File: src/hw/rtl/mmh2_pkg.sv
// shared types and constants for the murmurhash2 stream hasher
// used by mmh2_ctrl, mmh2_datapath and murmur2_stream_hash
`default_nettype none

package mmh2_pkg;

    localparam int unsigned WORD_W  = 32;
    localparam int unsigned SHIFT_W = 5;
    localparam int unsigned COUNT_W = 3;
    localparam int unsigned CFG_IDX_W = 2;

    localparam logic [CFG_IDX_W-1:0] CFG_SEED       = 2'd0;
    localparam logic [CFG_IDX_W-1:0] CFG_MULTIPLIER = 2'd1;
    localparam logic [CFG_IDX_W-1:0] CFG_SHIFT      = 2'd2;

    localparam logic OP_START = 1'b0;
    localparam logic OP_DATA  = 1'b1;

    localparam logic [WORD_W-1:0]  SEED_RESET  = 32'h0000_0000;
    localparam logic [WORD_W-1:0]  MULT_RESET  = 32'h5BD1_E995;
    localparam logic [SHIFT_W-1:0] SHIFT_RESET = 5'd24;
    localparam logic [WORD_W-1:0]  LEN_ALL_ONES = 32'hFFFF_FFFF;

    localparam int unsigned FIN_SHIFT_A = 13;
    localparam int unsigned FIN_SHIFT_B = 15;

    localparam logic [COUNT_W-1:0] FULL_COUNT = 3'd4;

    typedef enum logic [2:0] {
        MUL_WORD,
        MUL_KMIX,
        MUL_HASH,
        MUL_TAIL,
        MUL_FIN
    } t_mul_sel;

    typedef struct packed {
        logic     init_hash;
        logic     load_word;
        logic     mul_en;
        t_mul_sel mul_sel;
    } t_dp_cmd;

    typedef struct packed {
        logic out_free;
    } t_dp_status;

endpackage

`default_nettype wire

File: src/hw/rtl/murmur2_stream_hash.sv
// murmurhash2 (32-bit) stream hasher, top level
// depends on mmh2_pkg, mmh2_ctrl and mmh2_datapath
//
// A start item (op 0) opens a message with its byte length; data items (op 1)
// bring up to four bytes each, first byte in the low bits. One 32x32 multiplier
// is shared by every multiply, so the cost per item follows the multiply count:
// a start item needs no multiply, a full data word takes the accept plus three
// multiplies, a tail word of 1 to 3 bytes the accept plus one multiply, and a
// message end adds a finalising multiply. The result sits in an output register,
// so the next item is taken while a finished hash still waits; a second result
// stalls only in the finalising state until that register is free.
`default_nettype none

module murmur2_stream_hash (
    input  wire logic                              i_clk,
    input  wire logic                              i_rst_n,
    input  wire logic                              i_valid,
    output logic                                   o_ready,
    input  wire logic                              i_op,
    input  wire logic [mmh2_pkg::WORD_W-1:0]       i_total_length,
    input  wire logic [mmh2_pkg::WORD_W-1:0]       i_data_word,
    input  wire logic [mmh2_pkg::COUNT_W-1:0]      i_byte_count,
    input  wire logic                              i_last,
    output logic                                   o_valid,
    input  wire logic                              i_ready,
    output logic [mmh2_pkg::WORD_W-1:0]            o_hash_value,
    input  wire logic                              i_cfg_we,
    input  wire logic [mmh2_pkg::CFG_IDX_W-1:0]    i_cfg_index,
    input  wire logic [mmh2_pkg::WORD_W-1:0]       i_cfg_data
);

    mmh2_pkg::t_dp_cmd    cmd;
    mmh2_pkg::t_dp_status status;

    mmh2_ctrl u_ctrl (
        .i_clk        (i_clk),
        .i_rst_n      (i_rst_n),
        .i_valid      (i_valid),
        .o_ready      (o_ready),
        .i_op         (i_op),
        .i_len_zero   (i_total_length == '0),
        .i_byte_count (i_byte_count),
        .i_last       (i_last),
        .i_status     (status),
        .o_cmd        (cmd)
    );

    mmh2_datapath u_datapath (
        .i_clk          (i_clk),
        .i_rst_n        (i_rst_n),
        .i_cfg_we       (i_cfg_we),
        .i_cfg_index    (i_cfg_index),
        .i_cfg_data     (i_cfg_data),
        .i_total_length (i_total_length),
        .i_data_word    (i_data_word),
        .i_byte_count   (i_byte_count),
        .i_cmd          (cmd),
        .o_status       (status),
        .i_out_ready    (i_ready),
        .o_out_valid    (o_valid),
        .o_hash_value   (o_hash_value)
    );

    // a start with a non-zero length returns straight to accepting
    a_start_no_stall: assert property (@(posedge i_clk) disable iff (!i_rst_n)
        (i_valid && o_ready && i_op == mmh2_pkg::OP_START && i_total_length != '0)
        |=> o_ready)
        else $error("start item with length stalled the input");

    // a new result always follows a busy finalising cycle
    a_result_after_busy: assert property (@(posedge i_clk) disable iff (!i_rst_n)
        $rose(o_valid) |-> $past(!o_ready))
        else $error("result appeared without a finalising cycle");

    // a pending result stays valid until it is taken
    a_no_overwrite: assert property (@(posedge i_clk) disable iff (!i_rst_n)
        (o_valid && !i_ready) |=> o_valid)
        else $error("pending result dropped");

endmodule

`default_nettype wire

File: src/hw/rtl/mmh2_datapath.sv
// datapath: config registers, running hash, one shared 32x32 multiplier, result register
// depends on mmh2_pkg
`default_nettype none

module mmh2_datapath (
    input  wire logic                              i_clk,
    input  wire logic                              i_rst_n,
    input  wire logic                              i_cfg_we,
    input  wire logic [mmh2_pkg::CFG_IDX_W-1:0]    i_cfg_index,
    input  wire logic [mmh2_pkg::WORD_W-1:0]       i_cfg_data,
    input  wire logic [mmh2_pkg::WORD_W-1:0]       i_total_length,
    input  wire logic [mmh2_pkg::WORD_W-1:0]       i_data_word,
    input  wire logic [mmh2_pkg::COUNT_W-1:0]      i_byte_count,
    input  wire mmh2_pkg::t_dp_cmd                 i_cmd,
    output mmh2_pkg::t_dp_status                   o_status,
    input  wire logic                              i_out_ready,
    output logic                                   o_out_valid,
    output logic [mmh2_pkg::WORD_W-1:0]            o_hash_value
);

    logic [mmh2_pkg::WORD_W-1:0]  r_seed;
    logic [mmh2_pkg::WORD_W-1:0]  r_mult;
    logic [mmh2_pkg::SHIFT_W-1:0] r_shift;
    logic [mmh2_pkg::WORD_W-1:0]  r_h;
    logic [mmh2_pkg::WORD_W-1:0]  r_k;
    logic [mmh2_pkg::WORD_W-1:0]  r_w;
    logic [1:0]                   r_tail_cnt;
    logic                         r_out_valid;
    logic [mmh2_pkg::WORD_W-1:0]  r_hash_out;

    logic [mmh2_pkg::WORD_W-1:0]   tail_mask;
    logic [mmh2_pkg::WORD_W-1:0]   mul_a;
    logic [2*mmh2_pkg::WORD_W-1:0] mul_full;
    logic [mmh2_pkg::WORD_W-1:0]   prod;
    logic [mmh2_pkg::WORD_W-1:0]   eff_len;
    logic                          out_load;

    always_comb begin
        unique case (r_tail_cnt)
            2'd1:    tail_mask = 32'h0000_00FF;
            2'd2:    tail_mask = 32'h0000_FFFF;
            2'd3:    tail_mask = 32'h00FF_FFFF;
            default: tail_mask = 32'hFFFF_FFFF;
        endcase
    end

    always_comb begin
        unique case (i_cmd.mul_sel)
            mmh2_pkg::MUL_WORD: mul_a = r_w;
            mmh2_pkg::MUL_KMIX: mul_a = r_k ^ (r_k >> r_shift);
            mmh2_pkg::MUL_HASH: mul_a = r_h;
            mmh2_pkg::MUL_TAIL: mul_a = r_h ^ (r_w & tail_mask);
            mmh2_pkg::MUL_FIN:  mul_a = r_h ^ (r_h >> mmh2_pkg::FIN_SHIFT_A);
            default:            mul_a = r_h;
        endcase
    end

    assign mul_full = {{mmh2_pkg::WORD_W{1'b0}}, mul_a} * {{mmh2_pkg::WORD_W{1'b0}}, r_mult};
    assign prod     = mul_full[mmh2_pkg::WORD_W-1:0];
    assign eff_len  = (i_total_length == mmh2_pkg::LEN_ALL_ONES) ? '0 : i_total_length;

    assign o_status.out_free = !r_out_valid || i_out_ready;
    assign out_load = i_cmd.mul_en && (i_cmd.mul_sel == mmh2_pkg::MUL_FIN);

    always_ff @(posedge i_clk) begin
        if (!i_rst_n) begin
            r_seed      <= mmh2_pkg::SEED_RESET;
            r_mult      <= mmh2_pkg::MULT_RESET;
            r_shift     <= mmh2_pkg::SHIFT_RESET;
            r_h         <= '0;
            r_out_valid <= 1'b0;
        end else begin
            if (i_cfg_we) begin
                unique case (i_cfg_index)
                    mmh2_pkg::CFG_SEED:       r_seed  <= i_cfg_data;
                    mmh2_pkg::CFG_MULTIPLIER: r_mult  <= i_cfg_data;
                    mmh2_pkg::CFG_SHIFT:      r_shift <= i_cfg_data[mmh2_pkg::SHIFT_W-1:0];
                    default: ;
                endcase
            end
            if (i_cmd.init_hash) begin
                r_h <= r_seed ^ eff_len;
            end else if (i_cmd.mul_en && i_cmd.mul_sel == mmh2_pkg::MUL_HASH) begin
                r_h <= prod ^ r_k;
            end else if (i_cmd.mul_en && i_cmd.mul_sel == mmh2_pkg::MUL_TAIL) begin
                r_h <= prod;
            end
            if (out_load) begin
                r_out_valid <= 1'b1;
            end else if (i_out_ready) begin
                r_out_valid <= 1'b0;
            end
        end
    end

    // payload registers
    always_ff @(posedge i_clk) begin
        if (i_cmd.load_word) begin
            r_w        <= i_data_word;
            r_tail_cnt <= i_byte_count[1:0];
        end
        if (i_cmd.mul_en && (i_cmd.mul_sel == mmh2_pkg::MUL_WORD ||
                             i_cmd.mul_sel == mmh2_pkg::MUL_KMIX)) begin
            r_k <= prod;
        end
        if (out_load) begin
            r_hash_out <= prod ^ (prod >> mmh2_pkg::FIN_SHIFT_B);
        end
    end

    assign o_out_valid  = r_out_valid;
    assign o_hash_value = r_hash_out;

endmodule

`default_nettype wire

File: src/hw/rtl/mmh2_ctrl.sv
// controller: sequences the shared multiplier and tracks the open message
// depends on mmh2_pkg
`default_nettype none

module mmh2_ctrl (
    input  wire logic                          i_clk,
    input  wire logic                          i_rst_n,
    input  wire logic                          i_valid,
    output logic                               o_ready,
    input  wire logic                          i_op,
    input  wire logic                          i_len_zero,
    input  wire logic [mmh2_pkg::COUNT_W-1:0]  i_byte_count,
    input  wire logic                          i_last,
    input  wire mmh2_pkg::t_dp_status          i_status,
    output mmh2_pkg::t_dp_cmd                  o_cmd
);

    typedef enum logic [2:0] {
        S_IDLE,
        S_K1,
        S_K2,
        S_HMIX,
        S_TAIL,
        S_FIN
    } t_state;

    t_state r_state;
    logic   r_in_msg;
    logic   r_last;

    logic accept;
    logic cnt_full;
    logic cnt_zero;

    assign o_ready  = (r_state == S_IDLE);
    assign accept   = i_valid && o_ready;
    assign cnt_full = (i_byte_count >= mmh2_pkg::FULL_COUNT);
    assign cnt_zero = (i_byte_count == '0);

    always_ff @(posedge i_clk) begin
        if (!i_rst_n) begin
            r_state  <= S_IDLE;
            r_in_msg <= 1'b0;
            r_last   <= 1'b0;
        end else begin
            unique case (r_state)
                S_IDLE: begin
                    if (accept) begin
                        if (i_op == mmh2_pkg::OP_START) begin
                            r_in_msg <= !i_len_zero;
                            r_state  <= i_len_zero ? S_FIN : S_IDLE;
                        end else if (r_in_msg) begin
                            r_last <= i_last;
                            if (cnt_full) begin
                                r_state <= S_K1;
                            end else if (!cnt_zero) begin
                                r_in_msg <= 1'b0;
                                r_state  <= S_TAIL;
                            end else if (i_last) begin
                                r_in_msg <= 1'b0;
                                r_state  <= S_FIN;
                            end
                        end
                    end
                end
                S_K1: r_state <= S_K2;
                S_K2: r_state <= S_HMIX;
                S_HMIX: begin
                    if (r_last) begin
                        r_in_msg <= 1'b0;
                        r_state  <= S_FIN;
                    end else begin
                        r_state <= S_IDLE;
                    end
                end
                S_TAIL: r_state <= S_FIN;
                S_FIN: begin
                    if (i_status.out_free) begin
                        r_state <= S_IDLE;
                    end
                end
                default: r_state <= S_IDLE;
            endcase
        end
    end

    always_comb begin
        o_cmd.init_hash = accept && (i_op == mmh2_pkg::OP_START);
        o_cmd.load_word = accept && (i_op == mmh2_pkg::OP_DATA);
        o_cmd.mul_en    = 1'b0;
        o_cmd.mul_sel   = mmh2_pkg::MUL_WORD;
        unique case (r_state)
            S_K1: begin
                o_cmd.mul_en  = 1'b1;
                o_cmd.mul_sel = mmh2_pkg::MUL_WORD;
            end
            S_K2: begin
                o_cmd.mul_en  = 1'b1;
                o_cmd.mul_sel = mmh2_pkg::MUL_KMIX;
            end
            S_HMIX: begin
                o_cmd.mul_en  = 1'b1;
                o_cmd.mul_sel = mmh2_pkg::MUL_HASH;
            end
            S_TAIL: begin
                o_cmd.mul_en  = 1'b1;
                o_cmd.mul_sel = mmh2_pkg::MUL_TAIL;
            end
            S_FIN: begin
                o_cmd.mul_en  = i_status.out_free;
                o_cmd.mul_sel = mmh2_pkg::MUL_FIN;
            end
            default: ;
        endcase
    end

endmodule

`default_nettype wire

File: config.mk
export PLATFORM = sky130hd
export DESIGN_NAME = murmur2_stream_hash
export DESIGN_NICKNAME = d
export VERILOG_FILES = /design/src/hw/rtl/mmh2_pkg.sv /design/src/hw/rtl/murmur2_stream_hash.sv /design/src/hw/rtl/mmh2_datapath.sv /design/src/hw/rtl/mmh2_ctrl.sv
export SDC_FILE = /design/constraint.sdc
export NUM_CORES = 2
export LEC_CHECK = 0
export ABC_AREA = 1
export BUFFER_PORTS_ARGS = -buffer_cell sky130_fd_sc_hd__buf_4
export CAP_MARGIN = 20
export CORE_MARGIN = 1
export CORE_UTILIZATION = 45
export DETAILED_ROUTE_END_ITERATION = 10
export PLACE_DENSITY = 0.63
export SYNTH_ARGS = -nofsm -noshare
export SYNTH_HDL_FRONTEND = slang
export SYNTH_SLANG_ARGS = --single-unit
File: constraint.sdc
create_clock -name i_clk -period 10.45 [get_ports i_clk]
set_clock_uncertainty 0.2 [all_clocks]
set_input_delay 2.09 -clock i_clk [delete_from_list [all_inputs] [get_ports i_clk]]
set_output_delay 2.09 -clock i_clk [all_outputs]
set_load 0.01 [all_outputs]
======== Word-level counts from Yosys, hierarchy flattened ========
Cells that the tools add are included.
word-level totals
  word-level logic and storage cells ...... 95
  bits of input ports ..................... 108
  flip-flop bits (word level) ............. 205
  output and inout bits ................... 34
cells by class
  order comparisons ....................... 1
  equality and inequality tests ........... 20
  reductions and logical operators ........ 25
  mux-type cells .......................... 27
  multipliers ............................. 1
  shift operators ......................... 1
  bitwise logic cells ..................... 8
operator list
  kind                                                             count
  32-bit two-way mux                                               4
  32-bit one-hot mux with 4 select lines                           1
  32-bit bitwise XOR                                               4
  32-bit one-hot mux with 3 select lines                           1
  32-bit AND                                                       1
  32-bit == test, second input constant                            1
  32-bit zero test                                                 1
  32-bit by 32-bit multiplier with 32-bit output                   1
  32-bit by 5-bit right shift with 32-bit output                   1
  32-bit by 17-bit bitwise XOR with 32-bit output                  1
  32-bit by 19-bit bitwise XOR with 32-bit output                  1
  3-bit two-way mux                                                9
  4-bit one-hot mux with 5 select lines                            1
  3-bit one-hot mux with 6 select lines                            1
  3-bit by 2-bit == test with 1-bit output, second input constant  4
  3-bit == test, second input constant                             3
  3-bit zero test                                                  3
  1-bit two-way mux                                                9
  4-bit AND reduction                                              2
  1-bit logical AND                                                7
  2-bit == test, second input constant                             3
  3-bit by 1-bit == test with 1-bit output, second input constant  2
  2-bit AND reduction                                              3
  5-bit inequality test, second input constant                     1
  other kinds (13)                                                 18

======== Depth between registers and ports, before layout ========
  depth after elaboration ................. 9
  mapped depth ............................ 50
  gate-level depth less buffers ........... 48

======== By module ========
From an unflattened synthesis, not the netlist that was laid out.
second synthesis, totals
  cells, all modules ...................... 3710
  area total of the unflattened synthesis .. 27988.1 um2
modules (own cells, without submodules)
  module               seq. area each (um2)  instances  area each (um2)  cells each
  mmh2_datapath        4984.8                1          27450.1          3609
  mmh2_ctrl            100.1                 1          421.7            70
  murmur2_stream_hash  0.0                   1          116.4            31

======== Least setup slack after synthesis ========
No wires, ideal clock.
  path kind ............................... register to register
  start point ............................. reg u_ctrl.r_state[2]
  end point ............................... reg u_datapath.r_hash_out (netlist bit u_datapath.o_hash_value[15]) (data pin)
  required time ........................... 9.985 ns
  library setup time ...................... 0.265 ns
  slack ................................... 2.319 ns
  path buffers ............................ 3
  arrival ................................. 7.666 ns
  clock period less this slack ............ 8.131 ns
  stages on the path, launching flop included .. 38
  cells stage by stage .................... dfxtp_1 -> buf_2 -> inv_1 -> nand2_1 -> nand2_1 -> clkbuf_1 -> o21ai_0 -> a221oi_1 -> nand2_1 -> nand2_1 -> clkbuf_1 -> nor2_1 -> fa_1 -> fa_1 -> inv_1 -> fa_1 -> inv_1 -> fa_1 -> [2 not listed] -> inv_1 -> fa_1 -> fa_1 -> inv_1 -> ha_1 -> nand2_1 -> nor3_1 -> nand2_1 -> o211ai_1 -> a21boi_1 -> o31ai_2 -> a21boi_1 -> o21ai_1 -> a21boi_1 -> o21ai_0 -> a21oi_1 -> xor2_1 -> xor2_1
on the way
  word-level cells in the longest chain between the ends .. 6
RTL lines
  element                                              RTL line              source
  start, declared                                      mmh2_ctrl.sv:27       t_state r_state;
  start signal, assigned                               mmh2_ctrl.sv:51       r_state <= i_len_zero ? S_FIN : S_IDLE;
  3-bit == test (tied with other cells)                mmh2_ctrl.sv:92       unique case (r_state)
  4-bit one-hot mux with 5 select lines (*)            mmh2_ctrl.sv:92
  3-bit == test (tied with other cells)                mmh2_datapath.sv:48   unique case (i_cmd.mul_sel)
  32-bit one-hot mux with 4 select lines (*)           mmh2_datapath.sv:48
  32-bit by 32-bit multiplier with 32-bit output (*)   mmh2_datapath.sv:58   assign mul_full = {{mmh2_pkg::WORD_W{1'b0}}, mul_a} * {{mmh2_pkg::WORD_W{1'b0}}, r_mult};
  32-bit by 17-bit bitwise XOR with 32-bit output (*)  mmh2_datapath.sv:107  r_hash_out <= prod ^ (prod >> mmh2_pkg::FIN_SHIFT_B);
  end signal, assigned                                 mmh2_datapath.sv:107
  end, declared                                        mmh2_datapath.sv:29   logic [mmh2_pkg::WORD_W-1:0] r_hash_out;
Mark *: on every way between the ends. The rest lies on a longest branch, timed or not.
A chain may end at the register's enable or synchronous reset.

======== Final worst setup path ========
  start point ............................. reg u_ctrl.r_state[0]
  end point ............................... reg u_datapath.r_h[27] (netlist bit)
on the way
  word-level cells in the longest chain between the ends .. 8
RTL lines
  element                                                   RTL line                                  source
  3-bit == test (tied with other cells)                     mmh2_ctrl.sv:92
  4-bit one-hot mux with 5 select lines (*)                 mmh2_ctrl.sv:92
  3-bit == test (tied with other cells)                     mmh2_datapath.sv:48
  32-bit one-hot mux with 4 select lines (*)                mmh2_datapath.sv:48
  32-bit by 32-bit multiplier with 32-bit output (*)        mmh2_datapath.sv:58
  via u_datapath.mul_full, one bit                          mmh2_datapath.sv:33                       logic [2*mmh2_pkg::WORD_W-1:0] mul_full;
  32-bit two-way mux or 32-bit bitwise XOR (tied branches)  mmh2_datapath.sv:85, mmh2_datapath.sv:84
  32-bit two-way mux (*)                                    mmh2_datapath.sv:83                       end else if (i_cmd.mul_en && i_cmd.mul_sel == mmh2_pkg::MUL_HASH) begin
  32-bit two-way mux (*)                                    mmh2_datapath.sv:81                       if (i_cmd.init_hash) begin
  end signal, assigned                                      mmh2_datapath.sv:82                       r_h <= r_seed ^ eff_len;
  end signal, assigned                                      mmh2_datapath.sv:84                       r_h <= prod ^ r_k;
  end signal, assigned                                      mmh2_datapath.sv:86                       r_h <= prod;
  end, declared                                             mmh2_datapath.sv:24                       logic [mmh2_pkg::WORD_W-1:0] r_h;
Mark *: on every way through the listed nets, which the timed path passes. The rest lies on a longest branch. The select of a mux whose other input is x is not followed.

==> flow_summary.json <==
{
  "placed_cell_area_um2": 29700,
  "cpPeakStageDelay_ns": 0.63,
  "post-cts-setup-buffers": 0,
  "hpwlAfterDp_um": 83700,
  "path_max_fanout": 45,
  "slew_headroom_pct": 32.6,
  "initial_core_util_pct": 45.8,
  "grt-busiest-layer": "met2",
  "worstSkewPairLatency_ns": 0.59,
  "setup_tns_ns": 0,
  "grt_pass1_wl_um": 158000,
  "synth_most_common_cell": "nand2_1",
  "grt-ovfl-total": 0,
  "worstSetupPathType": "register to register",
  "cts_tree": "built",
  "cp_slowest_cell": "xor2_1",
  "portBuffers": 141,
  "rsz0062_at_grt": "no",
  "fp-row-count": 90,
  "synth_edf_count": 98,
  "drt_iter0_markers": 2939,
  "fin_crit_ns": 9.77,
  "fmaxAchievable_ghz": 0.102,
  "async_reset_ff_share_pct": 0,
  "min_path_type": "register to register",
  "drt_pass1_iterations": 8,
  "coreArea_um2": 60600,
  "vias": 25800,
  "vias_per_cell": 5.68,
  "ys_ff_latch": 205,
  "crit_arrival_ns": 10.06,
  "crit_path_start_kind": "register",
  "synth.avg_cell_area_um2": 7.58,
  "gpl.final_weighted_congestion": 0.992,
  "synth_top_area_cell": "fa_1",
  "use_met3_pct": 7.79,
  "cts-root-buf": "clkbuf_16",
  "grt_usage_pct": 33.7,
  "whs_ns": 0.261,
  "antenna_cells": 0,
  "fin_crit_sh_pct": 93.5,
  "final_net_count": 4381,
  "synth_warnings": 0,
  "finalInstanceArea_um2": 30600,
  "synthTopCellsByArea": "fa_1 (29%), edfxtp_1 (11%), nand2_1 (9.7%)",
  "maxSlewViolCount": 0,
  "cts_made_buffers": 25,
  "synth_common_cells": "nand2_1 (717), inv_1 (685), fa_1 (408)",
  "hold_viol": 0,
  "worstPathRequired_ns": 10.74,
  "ant_nets": 0,
  "end_kind": "register",
  "synth_flop_cell": "dfxtp_1",
  "htreeDepth": 1,
  "clockBufferDepth": 3,
  "totalWireLength_um": 104000,
  "fp.dieW_um": 250,
  "yosysUniqueCellTypes": 51,
  "utilization_pct": 50.5,
  "crit_family": "adder cells",
  "grt_max_degree": 84,
  "netlist_area_um2": 27700,
  "ys_seq_area_share_pct": 18.3,
  "post_drt_wl_per_cell_um": 22.9,
  "ctsResizeCount": 0,
  "syn_inst": 3660,
  "drive_above_1_share_pct": 7.90,
  "max_cap_viol_count": 0,
  "tightestPinTransition_ns": 1.01,
  "n_fill_cell": 5974,
  "area_growth_pct": 10.3,
  "antenna_found_initial": 3,
  "grt_util_met2_pct": 51.6,
  "path_buf_inv": 6,
  "path_clk_slew_ns": 0.06,
  "netlist.area_leader.share_pct": 29.4,
  "grtUsageMet1_pct": 45.2,
  "syn-num-nets": 4301,
  "grt_pass1_vias": 25200,
  "die_h_um": 250,
  "dieArea_um2": 62700,
  "setup_viol": 0,
  "io_pins": 142,
  "cts.sinks": 205,
  "outcome": "completed",
  "postCtsHoldBufs": 0,
  "drc": 0
}
==> worst paths after layout <==
| kind | start | endpoint | slack, ns | cells after the start |
|---|---|---|---|---|
| max reg2reg | u_ctrl.r_state[0] | u_datapath.r_h[27] | 0.68 | 34 |
| min reg2reg | u_ctrl.r_last | u_ctrl.r_last | 0.26 | 2 |
| min | u_ctrl.r_last | u_ctrl.r_last | 0.26 | 2 |
| max | u_ctrl.r_state[0] | u_datapath.r_h[27] | 0.68 | 34 |
==> cell families (layout without fill, tap and decap cells) <==
logic type      count (synthesis)  in the layout  synth area share, %
flops                         205            205                 18.3
simple gates                 1566           1566                 23.7
compound gates                406            406                 8.53
buf+inv                       877            975                 12.1
xor+xnor                       73             73                 2.30
fa+ha+maj                     533            533                 35.1
==> sequential cells by signal, summed over array words and instances (netlist names) <==
| name | count |
|---|---|
| u_ctrl.r_in_msg | 1 |
| u_ctrl.r_last | 1 |
| u_ctrl.r_state | 3 |
| u_datapath.o_hash_value | 32 |
| u_datapath.o_out_valid | 1 |
| u_datapath.r_h | 32 |
| u_datapath.r_k | 32 |
| u_datapath.r_mult | 32 |
| u_datapath.r_seed | 32 |
| u_datapath.r_shift | 5 |
| u_datapath.r_tail_cnt | 2 |
| u_datapath.r_w | 32 |
==> tightest hold or removal path, stage by stage, from the launching register on <==
cell	delay, ns
dfxtp_1	0.31
nand2_1	0.06
a21oi_1	0.05
==> cells in the final DEF, fill, tap and decap left out, drive strengths merged, types with 3 or more instances in the layout <==
master	instances
nor3	14
clkinv	20
a31oi	9
o22ai	9
nand4	36
xor2	54
xnor2	19
buf	218
nor4	15
clkbuf	36
nand2	721
nor2	402
o211ai	27
a211oi	5
or2	11
o31ai	7
o21ai	153
a221oi	36
inv	697
nand3	360
fa	408
dfxtp	107
a21oi	133
a21boi	7
o311ai	3
nand3b	4
o21bai	12
ha	125
edfxtp	98
==> area by class of cell <==
cell class	instances	area (um2)	area share, %
Multi-Input combinational cell	2578	19300	63.3
Sequential cell	205	5080	16.6
Inverter	711	2670	8.72
Timing Repair Buffer	219	1650	5.41
Tap cell	782	978	3.20
Clock buffer	35	734	2.40
Clock inverter	10	120	0.393
==> routing by layer <==
| layer | wire [um] | share of wire, % | vias up |
|---|---|---|---|
| li1 | - | - | 11600 |
| met1 | 41000 | 39 | 12400 |
| met2 | 45400 | 44 | 1503 |
| met3 | 12000 | 11 | 262 |
| met4 | 5700 | 5.5 | 2 |
| met5 | 15 | 0.014 | - |
==> through the flow <==
step | setup WS [ns] | instances
2_1_floorplan | 2.32 | 3660
3_3_place_gp | 0.884 | 4494
3_5_place_dp | 0.800 | 4494
4_1_cts | 0.734 | 4539
5_1_grt | 0.202 | 4540
6_report | 0.678 | 4540
Power is not shown: default switching activity piles up to over one toggle a cycle in this logic, so the estimate is an artifact.
